$ cat src/sv/itef_pkg.sv
`default_nettype none
// ----------------------------------------------------------------------------
// itef_pkg
// Shared widths, register codes, word types and sequencer states of the
// inductor track error filter.
// ----------------------------------------------------------------------------
package itef_pkg;

	// sample clamp bound and derived datapath widths
	localparam int SAMPLE_MAX  = 4096;
	localparam int SAMPLE_W    = $clog2(SAMPLE_MAX + 1);
	localparam int IN_W        = 16;
	localparam int COEF_W      = 10;
	localparam int THR_W       = 24;
	localparam int GAIN_W      = 10;
	localparam int LIMIT_W     = 15;
	localparam int ALPHA_W     = 17;
	localparam int ERR_W       = 16;
	localparam int DIFF_W      = SAMPLE_W + 2;
	localparam int NUM_W       = COEF_W + SAMPLE_W + 2;
	localparam int DEN_W       = NUM_W;
	localparam int MAG_W       = NUM_W - 1 + GAIN_W;
	localparam int RATIO_SHIFT = 8;
	localparam int DVD_W       = MAG_W + RATIO_SHIFT;
	localparam int DIV_CNT_W   = $clog2(DVD_W);
	localparam int MA_W        = ALPHA_W + 1;
	localparam int MB_W        = NUM_W;
	localparam int PROD_W      = MA_W + MB_W;
	localparam int ALPHA_SHIFT = 16;
	localparam int CMP_W       = (DEN_W > THR_W) ? DEN_W : THR_W;
	localparam int ERR_MAX     = 2 ** (ERR_W - 1) - 1;
	localparam int ERR_MIN     = -(2 ** (ERR_W - 1));

	localparam logic [ALPHA_W-1:0] ALPHA_ONE = ALPHA_W'(2 ** ALPHA_SHIFT);

	// configuration port
	localparam int REG_COUNT = 7;
	localparam int ADDR_W    = $clog2(REG_COUNT * 4);
	localparam int DATA_W    = 32;
	localparam int IDX_W     = ADDR_W - 2;

	typedef enum logic [IDX_W-1:0] {
		REG_COEFF_OUTER,
		REG_COEFF_INNER_DIFF,
		REG_COEFF_INNER_ABS,
		REG_DEN_THRESHOLD,
		REG_RATIO_GAIN,
		REG_ERROR_LIMIT,
		REG_FILTER_ALPHA
	} reg_idx_t;

	// register reset values
	localparam logic [COEF_W-1:0]  RST_COEFF_OUTER      = COEF_W'(256);
	localparam logic [COEF_W-1:0]  RST_COEFF_INNER_DIFF = COEF_W'(128);
	localparam logic [COEF_W-1:0]  RST_COEFF_INNER_ABS  = COEF_W'(256);
	localparam logic [THR_W-1:0]   RST_DEN_THRESHOLD    = THR_W'(1049);
	localparam logic [GAIN_W-1:0]  RST_RATIO_GAIN       = GAIN_W'(100);
	localparam logic [LIMIT_W-1:0] RST_ERROR_LIMIT      = LIMIT_W'(25600);
	localparam logic [ALPHA_W-1:0] RST_FILTER_ALPHA     = ALPHA_W'(19661);

	// input and result words
	typedef struct packed {
		logic                   mode;
		logic signed [IN_W-1:0] left_front;
		logic signed [IN_W-1:0] left_rear;
		logic signed [IN_W-1:0] right_rear;
		logic signed [IN_W-1:0] right_front;
	} in_word_t;

	typedef struct packed {
		logic signed [ERR_W-1:0] filtered_error;
		logic                    den_too_small;
		logic                    saturated;
	} out_word_t;

	// divider request
	typedef struct packed {
		logic             start;
		logic [DVD_W-1:0] dividend;
		logic [DEN_W-1:0] divisor;
	} div_req_t;

	// sequencer states
	typedef enum logic [3:0] {
		ST_IDLE,
		ST_NUM_A,
		ST_NUM_B,
		ST_DEN_A,
		ST_DEN_B,
		ST_DEN_SUM,
		ST_CHECK,
		ST_DIV_START,
		ST_DIV_WAIT,
		ST_FILT_A,
		ST_FILT_B,
		ST_FILT_SUM,
		ST_OUT
	} state_t;

endpackage
`default_nettype wire

$ cat src/sv/itef_div.sv
`default_nettype none
// ----------------------------------------------------------------------------
// itef_div
// Restoring unsigned divider, one quotient bit per cycle, with a one-cycle
// done pulse once the last bit is in.
// ----------------------------------------------------------------------------
module itef_div (
	input  wire logic                    clk,
	input  wire logic                    arst_n,
	input  wire itef_pkg::div_req_t      req,
	output logic                         done,
	output logic [itef_pkg::DVD_W-1:0]   quotient
);
	import itef_pkg::*;

	logic                 busy_q;
	logic                 done_q;
	logic [DIV_CNT_W-1:0] cnt_q;
	logic [DVD_W-1:0]     work_q;
	logic [DEN_W-1:0]     rem_q;
	logic [DEN_W-1:0]     divisor_q;
	logic [DEN_W:0]       trial;
	logic [DEN_W:0]       rem_next;
	logic                 fits;

	// one shift-subtract step
	always_comb begin
		trial    = {rem_q, work_q[DVD_W-1]};
		fits     = trial >= {1'b0, divisor_q};
		rem_next = fits ? (trial - {1'b0, divisor_q}) : trial;
	end

	// step control
	always_ff @(posedge clk or negedge arst_n) begin
		if (!arst_n) begin
			busy_q <= 1'b0;
			done_q <= 1'b0;
			cnt_q  <= '0;
		end else begin
			done_q <= 1'b0;
			if (req.start) begin
				busy_q <= 1'b1;
				cnt_q  <= '0;
			end else if (busy_q) begin
				if (cnt_q == DIV_CNT_W'(DVD_W - 1)) begin
					busy_q <= 1'b0;
					done_q <= 1'b1;
				end
				cnt_q <= cnt_q + 1'b1;
			end
		end
	end

	// remainder and quotient shift register
	always_ff @(posedge clk) begin
		if (req.start) begin
			work_q    <= req.dividend;
			rem_q     <= '0;
			divisor_q <= req.divisor;
		end else if (busy_q) begin
			work_q <= {work_q[DVD_W-2:0], fits};
			rem_q  <= rem_next[DEN_W-1:0];
		end
	end

	assign done     = done_q;
	assign quotient = work_q;

endmodule
`default_nettype wire

$ cat src/sv/inductor_track_error_filter.sv
`default_nettype none
// ----------------------------------------------------------------------------
// inductor_track_error_filter
// Difference-over-sum track error from four inductor samples, saturated and
// smoothed by a first-order low-pass filter.
// ----------------------------------------------------------------------------
// One word is in work at a time. For a compute word, a shared multiplier forms
// numerator, denominator and gain product, a one-bit-per-cycle divider
// produces the DVD_W-bit quotient, and the multiplier is reused for the two
// filter taps. A word whose denominator is zero or below threshold skips the
// divider. The result sits in an output register, so the next word is taken
// while it waits. Registers are to be written over the APB port only while
// the block is idle; the user is bound by this, the block does not enforce it.
module inductor_track_error_filter (
	input  wire logic                          clk,
	input  wire logic                          arst_n,
	input  wire logic                          in_valid,
	output logic                               in_stall,
	input  wire itef_pkg::in_word_t            in_word,
	output logic                               out_valid,
	input  wire logic                          out_stall,
	output itef_pkg::out_word_t                out_word,
	input  wire logic                          psel,
	input  wire logic                          penable,
	input  wire logic                          pwrite,
	input  wire logic [itef_pkg::ADDR_W-1:0]   paddr,
	input  wire logic [itef_pkg::DATA_W-1:0]   pwdata,
	output logic [itef_pkg::DATA_W-1:0]        prdata,
	output logic                               pready
);
	import itef_pkg::*;

	// configuration registers
	logic [COEF_W-1:0]  coeff_outer_q;
	logic [COEF_W-1:0]  coeff_inner_diff_q;
	logic [COEF_W-1:0]  coeff_inner_abs_q;
	logic [THR_W-1:0]   den_threshold_q;
	logic [GAIN_W-1:0]  ratio_gain_q;
	logic [LIMIT_W-1:0] error_limit_q;
	logic [ALPHA_W-1:0] filter_alpha_q;

	// sequencer and datapath
	state_t                    state_q;
	state_t                    state_d;
	logic [SAMPLE_W-1:0]       lf_q;
	logic [SAMPLE_W-1:0]       lr_q;
	logic [SAMPLE_W-1:0]       rr_q;
	logic [SAMPLE_W-1:0]       rf_q;
	logic signed [PROD_W-1:0]  prod_q;
	logic signed [NUM_W-1:0]   acc_q;
	logic signed [NUM_W-1:0]   num_q;
	logic [DEN_W-1:0]          den_q;
	logic signed [ERR_W-1:0]   raw_q;
	logic signed [ERR_W-1:0]   filter_q;
	logic                      small_q;
	logic                      sat_q;
	logic signed [ERR_W-1:0]   res_err_q;
	logic                      out_valid_q;
	out_word_t                 out_word_q;

	logic                      accept;
	logic                      out_load;
	logic                      cfg_write;
	reg_idx_t                  cfg_idx;
	logic signed [MA_W-1:0]    mul_a;
	logic signed [MB_W-1:0]    mul_b;
	logic signed [PROD_W-1:0]  mul_p;
	logic signed [DIFF_W-1:0]  diff_outer;
	logic signed [DIFF_W-1:0]  diff_inner;
	logic signed [DIFF_W-1:0]  sum_outer;
	logic signed [DIFF_W-1:0]  abs_inner;
	logic signed [NUM_W-1:0]   abs_num;
	logic [ALPHA_W-1:0]        alpha_c;
	logic signed [NUM_W-1:0]   prod_lo;
	logic signed [NUM_W-1:0]   prod_tap;
	logic signed [NUM_W-1:0]   acc_sum;
	logic signed [NUM_W:0]     filt_sum;
	logic signed [ERR_W-1:0]   filt_sat;
	logic                      den_small;
	logic                      q_over;
	logic [ERR_W-1:0]          q_mag;
	div_req_t                  div_req;
	logic                      div_done;
	logic [DVD_W-1:0]          div_quot;

	// clamp a signed sample into 0..SAMPLE_MAX
	function automatic logic [SAMPLE_W-1:0] clamp_sample(logic signed [IN_W-1:0] v);
		logic [SAMPLE_W-1:0] r;
		if (v < 0) begin
			r = '0;
		end else if (v > IN_W'(SAMPLE_MAX)) begin
			r = SAMPLE_W'(SAMPLE_MAX);
		end else begin
			r = v[SAMPLE_W-1:0];
		end
		return r;
	endfunction

	// apb register file
	assign pready    = 1'b1;
	assign cfg_write = psel && penable && pwrite;
	assign cfg_idx   = reg_idx_t'(paddr[ADDR_W-1:2]);

	always_ff @(posedge clk or negedge arst_n) begin
		if (!arst_n) begin
			coeff_outer_q      <= RST_COEFF_OUTER;
			coeff_inner_diff_q <= RST_COEFF_INNER_DIFF;
			coeff_inner_abs_q  <= RST_COEFF_INNER_ABS;
			den_threshold_q    <= RST_DEN_THRESHOLD;
			ratio_gain_q       <= RST_RATIO_GAIN;
			error_limit_q      <= RST_ERROR_LIMIT;
			filter_alpha_q     <= RST_FILTER_ALPHA;
		end else if (cfg_write) begin
			case (cfg_idx)
				REG_COEFF_OUTER:      coeff_outer_q      <= pwdata[COEF_W-1:0];
				REG_COEFF_INNER_DIFF: coeff_inner_diff_q <= pwdata[COEF_W-1:0];
				REG_COEFF_INNER_ABS:  coeff_inner_abs_q  <= pwdata[COEF_W-1:0];
				REG_DEN_THRESHOLD:    den_threshold_q    <= pwdata[THR_W-1:0];
				REG_RATIO_GAIN:       ratio_gain_q       <= pwdata[GAIN_W-1:0];
				REG_ERROR_LIMIT:      error_limit_q      <= pwdata[LIMIT_W-1:0];
				REG_FILTER_ALPHA:     filter_alpha_q     <= pwdata[ALPHA_W-1:0];
				default: ;
			endcase
		end
	end

	// register readback
	always_comb begin
		case (cfg_idx)
			REG_COEFF_OUTER:      prdata = DATA_W'(coeff_outer_q);
			REG_COEFF_INNER_DIFF: prdata = DATA_W'(coeff_inner_diff_q);
			REG_COEFF_INNER_ABS:  prdata = DATA_W'(coeff_inner_abs_q);
			REG_DEN_THRESHOLD:    prdata = DATA_W'(den_threshold_q);
			REG_RATIO_GAIN:       prdata = DATA_W'(ratio_gain_q);
			REG_ERROR_LIMIT:      prdata = DATA_W'(error_limit_q);
			REG_FILTER_ALPHA:     prdata = DATA_W'(filter_alpha_q);
			default:              prdata = '0;
		endcase
	end

	// sample combinations and operand prep
	always_comb begin
		diff_outer = $signed({2'b00, lf_q}) - $signed({2'b00, rf_q});
		diff_inner = $signed({2'b00, lr_q}) - $signed({2'b00, rr_q});
		sum_outer  = $signed({2'b00, lf_q}) + $signed({2'b00, rf_q});
		abs_inner  = diff_inner[DIFF_W-1] ? -diff_inner : diff_inner;
		abs_num    = num_q[NUM_W-1] ? -num_q : num_q;
		alpha_c    = (filter_alpha_q > ALPHA_ONE) ? ALPHA_ONE : filter_alpha_q;
		prod_lo    = prod_q[NUM_W-1:0];
		prod_tap   = prod_q[ALPHA_SHIFT +: NUM_W];
		acc_sum    = acc_q + prod_lo;
	end

	// shared multiplier
	assign mul_p = PROD_W'(mul_a) * PROD_W'(mul_b);

	// threshold and limit checks
	always_comb begin
		den_small = (den_q == '0) || (CMP_W'(den_q) < CMP_W'(den_threshold_q));
		q_over    = div_quot > DVD_W'(error_limit_q);
		q_mag     = q_over ? ERR_W'(error_limit_q) : ERR_W'(div_quot[LIMIT_W-1:0]);
	end

	// filter sum with saturation
	always_comb begin
		filt_sum = {acc_q[NUM_W-1], acc_q} + {prod_tap[NUM_W-1], prod_tap};
		if (filt_sum > (NUM_W + 1)'(ERR_MAX)) begin
			filt_sat = ERR_W'(ERR_MAX);
		end else if (filt_sum < (NUM_W + 1)'(ERR_MIN)) begin
			filt_sat = ERR_W'(ERR_MIN);
		end else begin
			filt_sat = filt_sum[ERR_W-1:0];
		end
	end

	// next state
	always_comb begin
		state_d = state_q;
		unique case (state_q)
			ST_IDLE:      if (in_valid) state_d = in_word.mode ? ST_OUT : ST_NUM_A;
			ST_NUM_A:     state_d = ST_NUM_B;
			ST_NUM_B:     state_d = ST_DEN_A;
			ST_DEN_A:     state_d = ST_DEN_B;
			ST_DEN_B:     state_d = ST_DEN_SUM;
			ST_DEN_SUM:   state_d = ST_CHECK;
			ST_CHECK:     state_d = den_small ? ST_FILT_A : ST_DIV_START;
			ST_DIV_START: state_d = ST_DIV_WAIT;
			ST_DIV_WAIT:  if (div_done) state_d = ST_FILT_A;
			ST_FILT_A:    state_d = ST_FILT_B;
			ST_FILT_B:    state_d = ST_FILT_SUM;
			ST_FILT_SUM:  state_d = ST_OUT;
			ST_OUT:       if (!out_valid_q || !out_stall) state_d = ST_IDLE;
			default:      state_d = ST_IDLE;
		endcase
	end

	// sequencer outputs: handshake, multiplier operands, divider start
	always_comb begin
		in_stall         = 1'b1;
		accept           = 1'b0;
		out_load         = 1'b0;
		mul_a            = '0;
		mul_b            = '0;
		div_req.start    = 1'b0;
		div_req.dividend = {prod_q[MAG_W-1:0], {RATIO_SHIFT{1'b0}}};
		div_req.divisor  = den_q;
		unique case (state_q)
			ST_IDLE: begin
				in_stall = 1'b0;
				accept   = in_valid;
			end
			ST_NUM_A: begin
				mul_a = $signed(MA_W'(coeff_outer_q));
				mul_b = MB_W'(diff_outer);
			end
			ST_NUM_B: begin
				mul_a = $signed(MA_W'(coeff_inner_diff_q));
				mul_b = MB_W'(diff_inner);
			end
			ST_DEN_A: begin
				mul_a = $signed(MA_W'(coeff_outer_q));
				mul_b = MB_W'(sum_outer);
			end
			ST_DEN_B: begin
				mul_a = $signed(MA_W'(coeff_inner_abs_q));
				mul_b = MB_W'(abs_inner);
			end
			ST_CHECK: begin
				mul_a = $signed(MA_W'(ratio_gain_q));
				mul_b = abs_num;
			end
			ST_DIV_START: div_req.start = 1'b1;
			ST_FILT_A: begin
				mul_a = $signed(MA_W'(alpha_c));
				mul_b = MB_W'(raw_q);
			end
			ST_FILT_B: begin
				mul_a = $signed(MA_W'(ALPHA_ONE - alpha_c));
				mul_b = MB_W'(filter_q);
			end
			ST_OUT: out_load = !out_valid_q || !out_stall;
			default: ;
		endcase
	end

	// state and control registers
	always_ff @(posedge clk or negedge arst_n) begin
		if (!arst_n) begin
			state_q     <= ST_IDLE;
			filter_q    <= '0;
			out_valid_q <= 1'b0;
		end else begin
			state_q <= state_d;
			if (accept && in_word.mode) begin
				filter_q <= '0;
			end else if (state_q == ST_FILT_SUM) begin
				filter_q <= filt_sat;
			end
			if (out_load) begin
				out_valid_q <= 1'b1;
			end else if (!out_stall) begin
				out_valid_q <= 1'b0;
			end
		end
	end

	// datapath registers
	always_ff @(posedge clk) begin
		prod_q <= mul_p;
		unique case (state_q)
			ST_IDLE: begin
				if (accept) begin
					lf_q      <= clamp_sample(in_word.left_front);
					lr_q      <= clamp_sample(in_word.left_rear);
					rr_q      <= clamp_sample(in_word.right_rear);
					rf_q      <= clamp_sample(in_word.right_front);
					res_err_q <= '0;
					small_q   <= 1'b0;
					sat_q     <= 1'b0;
				end
			end
			ST_NUM_B:   acc_q <= prod_lo;
			ST_DEN_A:   num_q <= acc_sum;
			ST_DEN_B:   acc_q <= prod_lo;
			ST_DEN_SUM: den_q <= acc_sum[DEN_W-1:0];
			ST_CHECK: begin
				small_q <= den_small;
				sat_q   <= 1'b0;
				if (den_small) begin
					raw_q <= '0;
				end
			end
			ST_DIV_WAIT: begin
				if (div_done) begin
					sat_q <= q_over;
					raw_q <= num_q[NUM_W-1] ? -$signed(q_mag) : $signed(q_mag);
				end
			end
			ST_FILT_B:   acc_q <= prod_tap;
			ST_FILT_SUM: res_err_q <= filt_sat;
			default: ;
		endcase
		if (out_load) begin
			out_word_q.filtered_error <= res_err_q;
			out_word_q.den_too_small  <= small_q;
			out_word_q.saturated      <= sat_q;
		end
	end

	// serial divider
	itef_div u_div (
		.clk      (clk),
		.arst_n   (arst_n),
		.req      (div_req),
		.done     (div_done),
		.quotient (div_quot)
	);

	assign out_valid = out_valid_q;
	assign out_word  = out_word_q;

endmodule
`default_nettype wire

$ cat config.mk
export PLATFORM = sky130hd
export DESIGN_NAME = inductor_track_error_filter
export DESIGN_NICKNAME = d
export VERILOG_FILES = /design/src/sv/itef_pkg.sv /design/src/sv/itef_div.sv /design/src/sv/inductor_track_error_filter.sv
export SDC_FILE = /design/constraint.sdc
export NUM_CORES = 2
export LEC_CHECK = 0
export BUFFER_PORTS_ARGS = -buffer_cell sky130_fd_sc_hd__buf_2
export CAP_MARGIN = 0
export CORE_MARGIN = 5
export CORE_UTILIZATION = 31
export DETAILED_ROUTE_END_ITERATION = 8
export PLACE_DENSITY = 0.45
export SYNTH_ARGS = -nofsm -noshare
export SYNTH_HDL_FRONTEND = slang
export SYNTH_SLANG_ARGS = --single-unit
$ cat constraint.sdc
create_clock -name clk -period 12.4 [get_ports clk]
set_input_delay 3.72 -clock clk [delete_from_list [all_inputs] [get_ports clk]]
set_output_delay 3.72 -clock clk [all_outputs]
set_load 0.01 [all_outputs]
==> results.md <==
* Status: finished clean
* Post-synth EDFFs at 238
* Clock transition at path regs at 80 ps
* Slowest-stage cell, CP: or4b_1
* Nets at 5,282
* WP data required at 12,910 ps
* CTS max path bufs at 3
* CP endpoint kind: flip-flop
* Aggregate global routing overflow at 0
* Routing usage on met2 at 30.8%
* Core Util, Final at 34.8%
* Ys flop type: edfxtp_1
* Sequential power share at 43.9%
* Switching power at 0.00109 W
* CP arrival at 10,970 ps
* Most used cell, CP: fa_1
* DRC at 0
* Die H at 373 microns
* Cells after synthesis at 4,351
* FF-to-FF setup slack at 1940 ps
* Async S/R FF share, synth at 28.6%
* RSZ-0062 raised after global routing: false
* Via count at 31.4k
* Synth Area in Adders at 29.2%
* Largest net degree at the start of global routing at 82
* DRT Wirelength at 130,000 microns
* Final hold violation count at 0
* Combinational share of power at 14.0%
* Library cells used by synthesis at 82
* Critical path class: reg -> reg
* Count leader, synth: inv_1
* Post-cts sizing count at 0
* FP Rows at 133
* Number of global-route vias before repair at 32.1k
* Multiplexer share of the synthesized area at 3.39%
* Reg-to-Reg Start: rr_q[0]
* Top cells by area, synth: fa_1, edfxtp_1, ha_1
* FMAX at 95.6 MHz
* DPL Wire Length at 104,000 microns
* Antenna violations before repair at 6
* Pint at 0.00280 W
* Worst Hold Endpoint: out_word[12]
* Ant. Diodes at 0
* Compound-Gate Fraction of Synth Area at 12.7%
* Top Ports at 162
* Die width at 373 microns
* 1st-iter DRT viols at 2,511
* Initial Util at 31.1%
* Critical Path Max Stage Delay at 720 ps
* Met3 usage at 1.84%
* Clock Tree Root: clkbuf_16
* Gr busiest metal: met2
* Lkg Pwr at 19.8 nW
* Ratio of final minimum period to clock period at 84.3%
* Most frequent cells after synthesis: inv_1, nand2_1, fa_1, ha_1, nor2_1
* Largest area contributor in the netlist: fa_1
* Max VDD drop at 105 uV
* Max-slew headroom at 21.2%
* First-pass GRT wire length at 199,000 microns
* CTS tree: built
* Startpoint Class: flip-flop
* Share of the synthesized area in the top cell type at 21.2%
* Simple-Gate Fraction of Synth Area at 14.6%
* Synth Area in XOR/XNOR at 3.45%
* Vias per cell at 5.00
* Post-CTS setup buffer count at 0
* # clock sinks at 437
* Area grow syn2layout at 11.9%
* Number of synthesized register bits at 437
* GP Congestion at 0.873
* Net Sw Frac at 28.1%
* Layout cell share with drive strength beyond 1 at 9.66%
* I/O Buffers at 142
* Total CTS buffers at 52
* Die ar. at 139,000 sq um
* HP Start: res_err_q[10]
* Final setup fails at 0
* Transition time of the tightest slew-check pin at 1170 ps
* Pre-antenna DRT Iters at 6
* Core ar. at 131,000 sq um
* Seq/Total Area, Yosys at 28.9%
* Worst Clk Skew at 26.7 ps
* Synthesized area at 40,800 sq um
* DR WL/cell at 20.7 microns
* Min-Delay Path Class: reg -> reg
* Setup TNS at 0 ps
* Pwr dens at 85.1 nW/um^2
* Reg-to-reg endpoint: prod_q[40]
* H-tree lvl count at 2
* Tmin final at 10,460 ps
* Synth Warn # at 0
* CTS Hold Bufs at 0
* Clock Latency Late Sink at 630 ps
* Crit path max fanout at 12
* R2R depth at 31
* Clk pwr share at 42.1%
* Hold depth at 0
* Maxcap violations at 0
* All-layer global routing usage at 18.4%
* Synthesized area per cell at 9.38 sq um
* Met1 Use GR at 25.3%
* Antenna violation net count after detailed routing at 0
* Slew Limit Fails at 0
* Main combinational cell family by area after synthesis: adder cells
-- through the flow --
step | instances | hold slack, ps | setup WS (ps) | total power (W) | instance area, sq um
2_1_floorplan | 4382 | 400 | 3370 | 0.00205 | 40900
6_report | 6278 | 416 | 1940 | 0.00389 | 45700
3_5_place_dp | 6180 | 407 | 1950 | 0.00228 | 43800
4_1_cts | 6278 | 420 | 1890 | 0.00395 | 45700
3_3_place_gp | 6180 | 403 | 1990 | 0.00228 | 43800
5_1_grt | 6278 | 423 | 1140 | 0.00407 | 45700
-- how the worst max path moves through the flow --
stage | start | endpoint | slack (ps) | cells past startpoint
floorplan | rr_q[0] | prod_q[40] | 3370 | 33
global placement | lf_q[0] | prod_q[40] | 1990 | 33
detailed placement | lf_q[0] | prod_q[40] | 1950 | 33
CTS | lf_q[0] | prod_q[40] | 1890 | 33
global route | lf_q[0] | prod_q[40] | 1140 | 33
finish | rr_q[0] | prod_q[40] | 1940 | 31
-- layout make-up --
type | instances | area [sq um]
fillers | 13700 | 85500
multi-input cells | 3119 | 26100
flip-flops and latches | 437 | 11800
inverters | 653 | 2450
well taps | 1755 | 2200
clock buffers | 73 | 1520
repair buffers | 216 | 1270
clock inverters | 25 | 308
-- flip-flops by register name (all words and copies together) (netlist names), 24 cells and up --
signal,flops
den_threshold_q,24
u_div.rem_q,25
den_q,25
num_q,25
acc_q,25
u_div.quotient,42
u_div.divisor_q,25
prod_q,41
-- worst max-delay path: cells and delay by family, from the launching register on --
kind	cells	cell delay, ps
buffers and inverters	3	160
adder cells (fa/ha/maj)	9	4200
flip-flops	1	370
AO/OA/AOI/OAI	6	1740
XOR/XNOR	1	290
AND/OR/NAND/NOR	12	3580
-- power by group through the flow --
stage	combinational [W]	clock (W)	sequential [W]
2_1_floorplan	0.000367	0	0.00168
3_3_place_gp	0.000543	0	0.00173
3_5_place_dp	0.000549	0	0.00173
4_1_cts	0.000552	0.00169	0.00171
5_1_grt	0.000614	0.00174	0.00171
6_report	0.000546	0.00164	0.00171
-- kinds of logic (layout without fill, tap and decap cells) --
group,count (synthesis),in the layout
mux,119,119
other cells,2,33
buf+inv,826,967
flops,437,437
fa+ha+maj,694,694
xor+xnor,159,159
compound gates,809,809
simple gates,1305,1305
-- layer usage --
metal / up-vias / part of all wire, %
met1: 15800 / 45
met4: 0 / 3.4
met5: - / 0
li1: 14800 / -
met3: 150 / 4.4
met2: 724 / 47
-- placed cells by master (no fill, tap or decap), types with 18 or more instances in the layout --
cell type and count:
inv_1 651, nand2_1 595, fa_1 433, ha_1 261, nor2_1 249, edfxtp_1 238, o21ai_0 234, a21oi_1 170
buf_2 141, and2_1 112, xnor2_1 107, dfrtp_1 103, buf_4 74, dfxtp_1 74, nor3_1 68, mux2_2 65
nand3_1 55, clkbuf_16 55, xor2_1 51, a21o_1 48, nand2b_1 45, mux2i_1 45, nor2b_1 41, a31oi_1 38
nor4_1 33, conb_1 33, a211oi_1 32, a22oi_1 30, o31ai_1 26, o21a_1 25, nand4_1 23, dfstp_2 21
o211ai_1 18
No activity file was read; power rests on OpenSTA's default activity.
